[src/hdl/ittr_pkg.sv]
package ittr_pkg;

	// fixed field widths
	localparam int VALUE_W = 32;
	localparam int CHAR_W  = 8;
	localparam int APB_DW  = 32;
	localparam int APB_AW  = 3;

	// register word index (paddr[2])
	localparam logic REG_NUMBER_BASE = 1'b0;

	// character codes
	localparam logic [CHAR_W-1:0] CHAR_ZERO        = 8'h30;
	localparam logic [CHAR_W-1:0] CHAR_MINUS       = 8'h2D;
	localparam logic [CHAR_W-1:0] CHAR_X           = 8'h78;
	localparam logic [CHAR_W-1:0] CHAR_B           = 8'h62;
	localparam logic [CHAR_W-1:0] HEX_ALPHA_OFFSET = 8'd55;

	typedef enum logic [1:0] {
		RADIX_BIN = 2'd0,
		RADIX_OCT = 2'd1,
		RADIX_DEC = 2'd2,
		RADIX_HEX = 2'd3
	} radix_t;

	typedef enum logic [1:0] {
		CH_MINUS  = 2'd0,
		CH_ZERO   = 2'd1,
		CH_PREFIX = 2'd2,
		CH_DIGIT  = 2'd3
	} char_sel_t;

	// controller -> datapath
	typedef struct packed {
		logic      load;
		logic      conv_step;
		logic      skip;
		logic      emit;
		char_sel_t sel;
		logic      last;
	} ctl_cmd_t;

	// datapath -> controller
	typedef struct packed {
		radix_t radix;
		logic   neg;
		logic   cnt_one;
		logic   digit_zero;
		logic   out_free;
	} ctl_sts_t;

endpackage

[src/hdl/ittr_in_if.sv]
interface ittr_in_if;
	import ittr_pkg::*;

	logic               valid;
	logic               ready;
	logic [VALUE_W-1:0] value;
	logic               is_signed;
	logic               force_hex;

	modport source (output valid, value, is_signed, force_hex, input ready);
	modport sink (input valid, value, is_signed, force_hex, output ready);

endinterface

[src/hdl/ittr_out_if.sv]
interface ittr_out_if;
	import ittr_pkg::*;

	logic              valid;
	logic              ready;
	logic [CHAR_W-1:0] char_code;
	logic              last;

	modport source (output valid, char_code, last, input ready);
	modport sink (input valid, char_code, last, output ready);

endinterface

[src/hdl/ittr_ctrl.sv]
module ittr_ctrl (
	input  logic              clk,
	input  logic              arst_n,
	input  logic              in_valid,
	output logic              in_ready,
	input  ittr_pkg::ctl_sts_t sts,
	output ittr_pkg::ctl_cmd_t cmd
);
	import ittr_pkg::*;

	typedef enum logic [2:0] {
		ST_IDLE,
		ST_CONV,
		ST_SIGN,
		ST_PRE0,
		ST_PREX,
		ST_DIGIT,
		ST_TAIL
	} state_t;

	state_t state_q;
	state_t state_d;
	logic   lead_zero;

	// a zero digit ahead of the first nonzero one is dropped, unless it is the final position
	assign lead_zero = sts.digit_zero && !sts.cnt_one;
	assign in_ready  = (state_q == ST_IDLE);

	// next state and commands
	always_comb begin
		state_d = state_q;
		cmd     = '0;
		cmd.sel = CH_DIGIT;
		case (state_q)
			ST_IDLE: begin
				if (in_valid) begin
					cmd.load = 1'b1;
					state_d  = ST_CONV;
				end
			end
			ST_CONV: begin
				if (sts.radix != RADIX_DEC) begin
					state_d = ST_SIGN;
				end else begin
					cmd.conv_step = 1'b1;
					if (sts.cnt_one) state_d = ST_SIGN;
				end
			end
			ST_SIGN: begin
				cmd.skip = lead_zero;
				if (!sts.neg) begin
					state_d = ST_PRE0;
				end else if (sts.out_free) begin
					cmd.emit = 1'b1;
					cmd.sel  = CH_MINUS;
					state_d  = ST_PRE0;
				end
			end
			ST_PRE0: begin
				cmd.skip = lead_zero;
				if (sts.radix == RADIX_DEC) begin
					state_d = ST_DIGIT;
				end else if (sts.out_free) begin
					cmd.emit = 1'b1;
					cmd.sel  = CH_ZERO;
					if (sts.radix inside {RADIX_BIN, RADIX_HEX}) state_d = ST_PREX;
					else state_d = ST_DIGIT;
				end
			end
			ST_PREX: begin
				cmd.skip = lead_zero;
				if (sts.out_free) begin
					cmd.emit = 1'b1;
					cmd.sel  = CH_PREFIX;
					state_d  = ST_DIGIT;
				end
			end
			ST_DIGIT: begin
				if (lead_zero) begin
					cmd.skip = 1'b1;
				end else if (sts.out_free) begin
					cmd.emit = 1'b1;
					cmd.sel  = CH_DIGIT;
					cmd.last = sts.cnt_one;
					state_d  = sts.cnt_one ? ST_IDLE : ST_TAIL;
				end
			end
			// after the first nonzero digit every position is printed
			ST_TAIL: begin
				if (sts.out_free) begin
					cmd.emit = 1'b1;
					cmd.sel  = CH_DIGIT;
					cmd.last = sts.cnt_one;
					if (sts.cnt_one) state_d = ST_IDLE;
				end
			end
			default: state_d = ST_IDLE;
		endcase
	end

	// hold state
	always_ff @(posedge clk or negedge arst_n) begin
		if (!arst_n) begin
			state_q <= ST_IDLE;
		end else begin
			state_q <= state_d;
		end
	end

	a_accept_to_conv: assert property (@(posedge clk) disable iff (!arst_n)
		(in_valid && in_ready) |=> (state_q == ST_CONV))
		else $error("accepted item did not start conversion");

	a_last_to_idle: assert property (@(posedge clk) disable iff (!arst_n)
		(cmd.emit && cmd.last) |=> (state_q == ST_IDLE))
		else $error("final character did not end the item");

	a_tail_no_skip: assert property (@(posedge clk) disable iff (!arst_n)
		(state_q == ST_TAIL) |-> !cmd.skip)
		else $error("digit dropped after the first nonzero digit");

endmodule

[src/hdl/ittr_dp.sv]
module ittr_dp #(
	parameter int VALUE_BITS = 32
) (
	input  logic                          clk,
	input  logic                          arst_n,
	input  ittr_pkg::ctl_cmd_t            cmd,
	output ittr_pkg::ctl_sts_t            sts,
	input  ittr_pkg::radix_t              base,
	input  logic [ittr_pkg::VALUE_W-1:0]  value,
	input  logic                          is_signed,
	input  logic                          force_hex,
	input  logic                          out_ready,
	output logic                          out_valid,
	output logic [ittr_pkg::CHAR_W-1:0]   char_code,
	output logic                          last
);
	import ittr_pkg::*;

	// decimal digits of 2^VALUE_BITS, then a digit register whose width
	// divides by 1, 3 and 4 so every radix has whole digit positions
	localparam int NDEC  = (VALUE_BITS * 30103) / 100000 + 1;
	localparam int DW    = 12 * ((NDEC * 4 + 11) / 12);
	localparam int CNT_W = $clog2(DW + 1);

	logic [VALUE_BITS-1:0] v_in;
	logic [VALUE_BITS-1:0] mag_in;
	logic                  neg_in;
	radix_t                radix_in;
	logic [DW-1:0]         dig_in;
	logic [CNT_W-1:0]      cnt_in;

	logic [VALUE_BITS-1:0] mag_q;
	logic [DW-1:0]         dig_q;
	logic [DW-1:0]         dig_adj;
	logic [DW-1:0]         dig_shift;
	logic [CNT_W-1:0]      cnt_q;
	radix_t                radix_q;
	logic                  neg_q;
	logic [3:0]            digit;
	logic [CHAR_W-1:0]     digit_char;
	logic [CHAR_W-1:0]     char_d;
	logic                  advance;
	logic                  out_valid_q;
	logic [CHAR_W-1:0]     char_q;
	logic                  last_q;

	// fit the input word to the value width
	generate
		if (VALUE_BITS <= VALUE_W) begin : g_trunc
			assign v_in = value[VALUE_BITS-1:0];
		end else begin : g_ext
			assign v_in = {{(VALUE_BITS - VALUE_W){1'b0}}, value};
		end
	endgenerate

	// decode the item: radix, sign, magnitude
	assign radix_in = force_hex ? RADIX_HEX : base;
	assign neg_in   = !force_hex && is_signed && v_in[VALUE_BITS-1];
	assign mag_in   = neg_in ? ((~v_in) + {{(VALUE_BITS - 1){1'b0}}, 1'b1}) : v_in;
	assign dig_in   = {{(DW - VALUE_BITS){1'b0}}, mag_in};

	always_comb begin
		case (radix_in)
			RADIX_BIN: cnt_in = CNT_W'(DW);
			RADIX_OCT: cnt_in = CNT_W'(DW / 3);
			RADIX_DEC: cnt_in = CNT_W'(VALUE_BITS);
			default:   cnt_in = CNT_W'(DW / 4);
		endcase
	end

	// double-dabble correction on every BCD digit
	always_comb begin
		for (int i = 0; i < DW / 4; i++) begin
			if (dig_q[4*i +: 4] >= 4'd5) dig_adj[4*i +: 4] = dig_q[4*i +: 4] + 4'd3;
			else dig_adj[4*i +: 4] = dig_q[4*i +: 4];
		end
	end

	// top digit and the shift that drops it
	always_comb begin
		case (radix_q)
			RADIX_BIN: begin
				digit     = {3'b000, dig_q[DW-1]};
				dig_shift = {dig_q[DW-2:0], 1'b0};
			end
			RADIX_OCT: begin
				digit     = {1'b0, dig_q[DW-1 -: 3]};
				dig_shift = {dig_q[DW-4:0], 3'b000};
			end
			default: begin
				digit     = dig_q[DW-1 -: 4];
				dig_shift = {dig_q[DW-5:0], 4'b0000};
			end
		endcase
	end

	assign digit_char = (digit < 4'd10) ? (CHAR_ZERO + {4'b0000, digit})
	                                    : (HEX_ALPHA_OFFSET + {4'b0000, digit});

	always_comb begin
		case (cmd.sel)
			CH_MINUS:  char_d = CHAR_MINUS;
			CH_ZERO:   char_d = CHAR_ZERO;
			CH_PREFIX: char_d = (radix_q == RADIX_BIN) ? CHAR_B : CHAR_X;
			default:   char_d = digit_char;
		endcase
	end

	assign advance = cmd.skip || (cmd.emit && cmd.sel == CH_DIGIT);

	// load, convert, walk digit positions
	always_ff @(posedge clk or negedge arst_n) begin
		if (!arst_n) begin
			cnt_q <= '0;
		end else if (cmd.load) begin
			cnt_q <= cnt_in;
		end else if (cmd.conv_step) begin
			cnt_q <= (cnt_q == CNT_W'(1)) ? CNT_W'(DW / 4) : cnt_q - CNT_W'(1);
		end else if (advance) begin
			cnt_q <= cnt_q - CNT_W'(1);
		end
	end

	always_ff @(posedge clk) begin
		if (cmd.load) begin
			radix_q <= radix_in;
			neg_q   <= neg_in;
			mag_q   <= mag_in;
			dig_q   <= (radix_in == RADIX_DEC) ? '0 : dig_in;
		end else if (cmd.conv_step) begin
			dig_q <= {dig_adj[DW-2:0], mag_q[VALUE_BITS-1]};
			mag_q <= {mag_q[VALUE_BITS-2:0], 1'b0};
		end else if (advance) begin
			dig_q <= dig_shift;
		end
	end

	// output register
	always_ff @(posedge clk or negedge arst_n) begin
		if (!arst_n) begin
			out_valid_q <= 1'b0;
		end else if (cmd.emit) begin
			out_valid_q <= 1'b1;
		end else if (out_ready) begin
			out_valid_q <= 1'b0;
		end
	end

	always_ff @(posedge clk) begin
		if (cmd.emit) begin
			char_q <= char_d;
			last_q <= cmd.last;
		end
	end

	assign out_valid = out_valid_q;
	assign char_code = char_q;
	assign last      = last_q;

	assign sts.radix      = radix_q;
	assign sts.neg        = neg_q;
	assign sts.cnt_one    = (cnt_q == CNT_W'(1));
	assign sts.digit_zero = (digit == 4'd0);
	assign sts.out_free   = !out_valid_q || out_ready;

	a_no_overwrite: assert property (@(posedge clk) disable iff (!arst_n)
		cmd.emit |-> (!out_valid_q || out_ready))
		else $error("character overwrote a pending item");

	a_cnt_nonzero: assert property (@(posedge clk) disable iff (!arst_n)
		advance |-> (cnt_q != '0))
		else $error("digit walk ran past the last position");

	a_conv_dec_only: assert property (@(posedge clk) disable iff (!arst_n)
		cmd.conv_step |-> (radix_q == RADIX_DEC))
		else $error("BCD conversion outside decimal");

endmodule

[src/hdl/integer_to_text_radix.sv]
// Order: accept, decode (with VALUE_BITS BCD steps for decimal), then the minus sign if any,
// the prefix for bin/oct/hex, and the digits, leading zeros dropped one position at a time.
// Throughput: one item at a time; decode, the BCD steps (decimal only), sign/prefix states and
// every digit position (48 bin, 16 oct, 12 dec/hex at 32 bits) all come before the next accept.
// Sign/prefix cycles also drop leading zeros; characters leave at one per cycle via one register
// while out_ready is high. Reset: arst_n clears control and sets number_base to decimal.
module integer_to_text_radix #(
	parameter int VALUE_BITS = 32
) (
	input  logic                          clk,
	input  logic                          arst_n,
	ittr_in_if.sink                       in_ch,
	ittr_out_if.source                    out_ch,
	input  logic                          psel,
	input  logic                          penable,
	input  logic                          pwrite,
	input  logic [ittr_pkg::APB_AW-1:0]   paddr,
	input  logic [ittr_pkg::APB_DW-1:0]   pwdata,
	output logic [ittr_pkg::APB_DW-1:0]   prdata,
	output logic                          pready
);
	import ittr_pkg::*;

	radix_t   base_q;
	ctl_cmd_t cmd;
	ctl_sts_t sts;
	logic     in_ready;

	// configuration register
	assign pready = 1'b1;

	always_ff @(posedge clk or negedge arst_n) begin
		if (!arst_n) begin
			base_q <= RADIX_DEC;
		end else if (psel && penable && pwrite && paddr[2] == REG_NUMBER_BASE) begin
			base_q <= radix_t'(pwdata[1:0]);
		end
	end

	assign prdata = (paddr[2] == REG_NUMBER_BASE) ? {{(APB_DW - 2){1'b0}}, base_q} : '0;

	assign in_ch.ready = in_ready;

	ittr_ctrl u_ctrl (
		.clk      (clk),
		.arst_n   (arst_n),
		.in_valid (in_ch.valid),
		.in_ready (in_ready),
		.sts      (sts),
		.cmd      (cmd)
	);

	ittr_dp #(
		.VALUE_BITS (VALUE_BITS)
	) u_dp (
		.clk       (clk),
		.arst_n    (arst_n),
		.cmd       (cmd),
		.sts       (sts),
		.base      (base_q),
		.value     (in_ch.value),
		.is_signed (in_ch.is_signed),
		.force_hex (in_ch.force_hex),
		.out_ready (out_ch.ready),
		.out_valid (out_ch.valid),
		.char_code (out_ch.char_code),
		.last      (out_ch.last)
	);

endmodule

[src/flat_wrapper.sv]
// flat-port wrapper written by rule: the top's interface ports become plain ports
module integer_to_text_radix_flat import ittr_pkg::*;
#(
	parameter int VALUE_BITS = 32
)
  (clk, arst_n, psel, penable, pwrite, paddr, pwdata, prdata, pready, in_ch_valid, in_ch_value, in_ch_is_signed, in_ch_force_hex, in_ch_ready, out_ch_valid, out_ch_char_code, out_ch_last, out_ch_ready);
  ittr_in_if in_ch_i ();
  ittr_out_if out_ch_i ();
  input  logic clk;
  input  logic arst_n;
  input  logic psel;
  input  logic penable;
  input  logic pwrite;
  input  logic [ittr_pkg::APB_AW-1:0] paddr;
  input  logic [ittr_pkg::APB_DW-1:0] pwdata;
  output logic [ittr_pkg::APB_DW-1:0] prdata;
  output logic pready;
  input wire logic [$bits(in_ch_i.valid)-1:0] in_ch_valid;
  input wire logic [$bits(in_ch_i.value)-1:0] in_ch_value;
  input wire logic [$bits(in_ch_i.is_signed)-1:0] in_ch_is_signed;
  input wire logic [$bits(in_ch_i.force_hex)-1:0] in_ch_force_hex;
  output wire logic [$bits(in_ch_i.ready)-1:0] in_ch_ready;
  output wire logic [$bits(out_ch_i.valid)-1:0] out_ch_valid;
  output wire logic [$bits(out_ch_i.char_code)-1:0] out_ch_char_code;
  output wire logic [$bits(out_ch_i.last)-1:0] out_ch_last;
  input wire logic [$bits(out_ch_i.ready)-1:0] out_ch_ready;
  assign in_ch_i.valid = in_ch_valid;
  assign in_ch_i.value = in_ch_value;
  assign in_ch_i.is_signed = in_ch_is_signed;
  assign in_ch_i.force_hex = in_ch_force_hex;
  assign in_ch_ready = in_ch_i.ready;
  assign out_ch_valid = out_ch_i.valid;
  assign out_ch_char_code = out_ch_i.char_code;
  assign out_ch_last = out_ch_i.last;
  assign out_ch_i.ready = out_ch_ready;
  integer_to_text_radix #(.VALUE_BITS(VALUE_BITS)) u_core (.clk(clk), .arst_n(arst_n), .in_ch(in_ch_i), .out_ch(out_ch_i), .psel(psel), .penable(penable), .pwrite(pwrite), .paddr(paddr), .pwdata(pwdata), .prdata(prdata), .pready(pready));
endmodule
[config.mk]
export PLATFORM = sky130hd
export DESIGN_NAME = integer_to_text_radix_flat
export DESIGN_NICKNAME = d
export VERILOG_FILES = /design/src/hdl/ittr_pkg.sv /design/src/hdl/ittr_in_if.sv /design/src/hdl/ittr_out_if.sv /design/src/hdl/ittr_ctrl.sv /design/src/hdl/ittr_dp.sv /design/src/hdl/integer_to_text_radix.sv /design/src/flat_wrapper.sv
export SDC_FILE = /design/constraint.sdc
export NUM_CORES = 1
export LEC_CHECK = 0
export BUFFER_PORTS_ARGS = -buffer_cell sky130_fd_sc_hd__buf_2
export CAP_MARGIN = 0
export CORE_AREA = 2 2 114 127
export DETAILED_ROUTE_END_ITERATION = 8
export DIE_AREA = 0 0 116 129
export PLACE_DENSITY = 0.8
export SLEW_MARGIN = 20
export SYNTH_ARGS = -nofsm -noshare
export SYNTH_HDL_FRONTEND = slang
export SYNTH_SLANG_ARGS = --single-unit
[constraint.sdc]
create_clock -name clk -period 4.3 [get_ports clk]
set_clock_uncertainty 0.15 [all_clocks]
set_input_delay 0.86 -clock clk [delete_from_list [all_inputs] [get_ports clk]]
set_output_delay 0.86 -clock clk [all_outputs]
set_load 0.005 [all_outputs]
* Word-level counts from Yosys, hierarchy flattened *
Cells that the tools add are included.

storage, ports and cells
  memories = 0
  output and inout port bits = 44
  bits in latches = 0
  flip-flop bits (word level) = 104
  word-level logic and storage cells = 152
  ROM bits = 0
  bits in writable memories = 0
  input bits = 76

cells by class
  reduce and logical (&&, ||, !) cells = 23
  shifts and indexed selects = 0
  mux-type cells = 63
  equality and inequality tests = 25
  divide/modulo/power cells = 0
  add/subtract/negate cells = 16
  order comparisons = 13
  multiply operators = 0
  bitwise gates (word level) = 2

operators by type and width
  operator               number
  $mux 48                3
  $mux 32                4
  $pmux 48 s2            1
  $mux 3                 19
  $mux 4                 13
  $ge 4x3->1 const B     12
  $add 4x2->4 const B    11
  $add 32x1->32 const B  1
  $not 32->32            1
  $mux 6                 4
  $pmux 3 s7             1
  $pmux 7 s3             1
  $pmux 6 s3             1
  $pmux 3 s5             1
  $add 6x4->7 const A    2
  $eq 2x2->1 const B     5
  $eq 3x3->1 const B     3
  $reduce_and 9->1       1
  $mux 1                 8
  $ne 2x2->1 const B     4
  $pmux 4 s2             1
  $logic_and 1x1->1      7
  $mux 7                 1
  $eq 2x1->1 const B     3
  21 further kinds       34

* Depth between registers and ports, before layout *
  depth in word-level cells = 12
  depth in mapped cells = 14
  mapped depth without buffers = 12

* By module *
From an unflattened synthesis, not the netlist that was laid out.

unflattened totals
  cells, all modules = 886
  area total of the unflattened synthesis = 8007.7 um2

modules (own cells, without submodules)
  module                 area each (um2)  cells each  times used  seq. area each (um2)
  ittr_dp                7254.5           796         1           2907.8
  ittr_ctrl              390.4            50          1           75.1
  integer_to_text_radix  362.8            40          1           51.3

* Worst setup path before layout *
Ideal clock, no wire load.

  path type = register -> register
  start point = reg u_core.u_dp.radix_q[0]
  end point = reg u_core.u_dp.dig_q[0] (enable)
  buffers on the path = 3
  cell stages (with the launch flop) = 12
  data required time = 3764 ps
  path slack = 749 ps
  data arrival time = 3015 ps
  setup time = 386 ps
  cell sequence = edfxtp_1 > inv_1 > ha_1 > clkbuf_1 > or2_2 > clkbuf_1 > o21ai_0 > ha_1 > nand4_1 > o311ai_0 > a21o_1 > buf_2

between the ends
  cells in the longest elaborated chain, start to end = 10

RTL lines
  element                                        line             RTL
  from (decl)                                    ittr_dp.sv:37    radix_t radix_q;
  from (signal assigned)                         ittr_dp.sv:126   radix_q <= radix_in;
  $eq 2x1->1 or $logic_not 2->1 (tied branches)  ittr_dp.sv:81    case (radix_q)
  $pmux 4 s2                                     ittr_dp.sv:81
  $logic_not 4->1                                ittr_dp.sv:163   assign sts.digit_zero = (digit == 4'd0);
  $logic_and 1x1->1                              ittr_ctrl.sv:26  assign lead_zero = sts.digit_zero && !sts.cnt_one;
  $mux 4                                         ittr_ctrl.sv:79  if (lead_zero) begin
  $pmux 3 s5                                     ittr_ctrl.sv:34  case (state_q)
  $eq 2x2->1                                     ittr_dp.sv:109   assign advance = cmd.skip || (cmd.emit && cmd.sel == CH_DIGIT);
  $logic_and 1x1->1                              ittr_dp.sv:109
  $logic_or 1x1->1                               ittr_dp.sv:109
  $reduce_bool 3->1 (no source line) (*)         n/a
  to (signal assigned)                           ittr_dp.sv:129   dig_q <= (radix_in == RADIX_DEC) ? '0 : dig_in;
  to (signal assigned)                           ittr_dp.sv:131   dig_q <= {dig_adj[DW-2:0], mag_q[VALUE_BITS-1]};
  to (signal assigned)                           ittr_dp.sv:134   dig_q <= dig_shift;
  to (decl)                                      ittr_dp.sv:33    logic [DW-1:0] dig_q;

Mark *: on every way between the ends. The rest lies on a longest branch, timed or not.
A chain may end at the register's enable or synchronous reset.

* Worst setup path after layout *
  start point = reg u_core.u_dp.radix_q[0]
  end point = reg u_core.u_dp.dig_q[22] (enable)

Same word-level chain as after synthesis.

==> summary.txt <==
Count of endpoints failing setup in the final report = 0
Worst hold path type = input port to async pin
Result of the run = finished clean
Setup Crit Path Kind = register to register
Buffers from clock root to sink, at most = 2
Mean cell area of the mapped netlist = 8.52 µm²
Most frequent cell on the critical path = ha_1
TritonCTS Sinks = 103
Vert. Die Dim = 129 µm
Total negative slack = 0 ns
Antenna-violating nets left = 0
Reported max-cap violation count = 0
Die footprint = 15000 µm²
Pre-CTS WS = 0.903 ns
Setup slack of the critical path after layout = 0.842 ns
Filler-free cell count of the finished design = 1131
Net Sw Power = 2.58 mW
Clock insertion delay at the later pin of the skew report = 0.36 ns
Gate Count Post-Synth = 913
Part of the power in the clock network = 15.1%
Ratio of routed vias to standard cells = 6.18
Global route overflow = 0
EDFF count, synth = 91
Largest area contributor in the netlist = edfxtp_1
Clock tree from TritonCTS = done
Power per cell area = 719 nW/µm²
Kind of cell adding the most delay to the critical path = compound AO/OA/AOI/OAI gates
Kind of end point of the critical path = register
Dpl hpwl = 12.3 mm
Final max-slew violation count = 0
Global-route usage over all layers = 26.0%
Most common library cell in the layout ignoring fill and taps = o21ai_0
Routed WL = 18.7 mm
IO buf count = 55
CP startpoint kind = register
Die X-Extent = 116 µm
Total power = 6.06 mW
Critical path peak fanout = 48
Antenna violations before repair = 0
Share of flip-flops with an asynchronous set or reset = 11.7%
Internal power = 3.48 mW
Commonest cells after routing, fill and taps aside = 134 x o21ai_0, 112 x a21oi_1, 91 x edfxtp_1
1st-pass router iterations = 5
Number of buffers added by the clock tree synthesis step = 9
DRC = 0
Global-route wire length before repair = 30.9 mm
Final standard cell area without fillers = 8430 µm²
Maximum clock frequency = 289 MHz
Area of the core = 13600 µm²
Top area cells in the synthesized netlist = edfxtp_1 35%, o21ai_0 8.6%, a21oi_1 7.2%
Vias in the first global route = 6284
Cell-by-cell trace of the critical path = inv_1 -> ha_1 -> or2_2 -> and3_1 -> a21oi_1 -> ha_1 -> nand4_1 -> o311ai_0 -> a21o_2 -> buf_12
Part of the cycle the worst path needs = 80.4%
Maximum vdd drop = 0.383 mV
Detail-routed net length per standard cell = 16.5 µm
Fraction of the yosys area taken by sequential cells = 39.0%
Top FF cell, synth = edfxtp_1
Required time of the critical path = 4.19 ns
Filler cell count in the final layout = 1226
Buffers and inverters on the worst path = 2
Antenna Diode Count = 0
Area used by multi-input combinational logic = 4290 µm²
Seq. cell area = 3030 µm²
Combinational share of power = 46.4%
Proportion of netlist area held by the largest area contributor = 35.1%
Final core utilization = 61.9%
CTS clk-pin slew, worst paths = 0.08 ns
Starting DRC count in detailed routing = 558
Number of endpoints with negative hold slack in the final report = 0
Ratio of cells with drive above 1 in the final layout = 11.5%
Layout overhead on the synthesized area = 8.43%
Placer congestion estimate = 0.820
CTS HTree Levels = 3
Net count, final = 1047
Total via count after detailed routing = 6988
Maximum number of pins on one net before global-route repair = 100
Unrepaired setup endpoints after global routing = no
Share of total power consumed by net switching = 42.6%
Combined area of all synthesized cells = 7780 µm²
Placement Cell Area = 8110 µm²
Sequential group share of total power = 38.6%
DP Cell Count = 1115
Slowest stage cell on the critical path = edfxtp_1
Delay of the slowest cell on the worst path = 0.38 ns
Final critical-path required period = 3.46 ns
Min Hold Slack = 0.214 ns
Post-CTS setup-driven buffer insertion count = 0
Synth Register Bits = 103
Number of different library cells in the post-synthesis netlist = 64
Data arrival time of the critical path = 3.35 ns
Transition time at the pin with the least slew margin = 1.07 ns
I/O pins = 120
FP Rows = 45
Total number of yosys warnings = 0
Starting Density = 57.1%
Leakage component of the power = 3.21 nW
Clk Tree Root Cell = clkbuf_16
Quantity of gates resized following cts = 0
Worst max-slew margin expressed relative to the limit = 28.3%
Hold-fix buffers, CTS = 0
## registers in the layout (all words and copies together), names as in the netlist
| register | cells |
|---|---|
| u_core.u_dp.last | 1 |
| u_core.u_dp.out_valid | 1 |
| u_core.base_q | 2 |
| u_core.u_dp.char_code | 7 |
| u_core.u_dp.radix_q | 2 |
| u_core.u_dp.cnt_q | 6 |
| u_core.u_dp.mag_q | 32 |
| u_core.u_dp.dig_q | 48 |
| u_core.u_ctrl.state_q | 3 |
| u_core.u_dp.neg_q | 1 |
## cell usage after synthesis (all sizes together), types with 4 or more instances
| library cell | instances |
|---|---|
| a211oi | 5 |
| a21o | 4 |
| a21oi | 112 |
| a221oi | 4 |
| a31oi | 4 |
| and2 | 5 |
| buf | 41 |
| clkbuf | 44 |
| dfrtp | 11 |
| edfxtp | 91 |
| ha | 33 |
| inv | 41 |
| nand2 | 86 |
| nand2b | 17 |
| nand3 | 7 |
| nor2 | 64 |
| nor2b | 4 |
| nor3 | 20 |
| nor3b | 19 |
| nor4 | 7 |
| o2111ai | 16 |
| o211ai | 6 |
| o21ai | 134 |
| o221ai | 15 |
| o22ai | 8 |
| o31ai | 8 |
| or2 | 4 |
| or3 | 10 |
| xnor2 | 28 |
| xor2 | 21 |
## final timing paths
kind	start	to	slack, ns	depth (start not counted)
worst min register to register	u_core.u_dp.mag_q[17]	u_core.u_dp.mag_q[18]	0.38	2
max in group asynchronous	arst_n	u_core.base_q[1]	3.51	1
worst max register to register	u_core.u_dp.radix_q[0]	u_core.u_dp.dig_q[22]	0.84	10
worst max-delay path	u_core.u_dp.radix_q[0]	u_core.u_dp.dig_q[22]	0.84	10
min in group clk	u_core.u_dp.mag_q[17]	u_core.u_dp.mag_q[18]	0.38	2
worst min-delay path	arst_n	u_core.u_dp.cnt_q[1]	0.21	1
## logic make-up after synthesis
family                     count (synthesis)  share of synthesized area [%]
xor gates and xnor gates                  49                           5.52
buffers and inverters                    126                           7.67
other                                      2                         0.0966
AOI/OAI and AO/OA                        336                           25.4
adders and majority gates                 33                           5.31
and+or+nand+nor                          260                           16.5
DFF                                      103                           39.0
muxes                                      4                          0.563
## power groups by stage
stage / logic (mW) / clock network [mW] / registers (mW)
after floorplan: 2.21 / 0 / 2.17
after global placement: 2.69 / 0 / 2.33
after detailed placement: 2.77 / 0 / 2.34
after CTS: 2.79 / 0.917 / 2.32
after global routing: 3.20 / 0.952 / 2.41
final: 2.81 / 0.912 / 2.34
## final cells by class
cell class | instances | share of cell area (%)
clock buffer | 12 | 3.18
tap | 188 | 2.79
clock inverter | 4 | 0.697
multi-input combinational | 714 | 50.9
sequential | 103 | 36.0
timing repair buffer | 69 | 4.66
inverter | 41 | 1.82
## routing by layer
| metal | vias to the layer above | share of wire [%] | wire, µm | track usage, % |
|---|---|---|---|---|
| met5 | - | 0 | 0 | 0 |
| met2 | 294 | 49 | 9050 | 41.8 |
| li1 | 3349 | - | - | - |
| met1 | 3309 | 42 | 7900 | 35.7 |
| met3 | 36 | 7.2 | 1340 | 3.91 |
| met4 | 0 | 2.0 | 364 | 9.87 |
(Power assumes the default switching activity.)
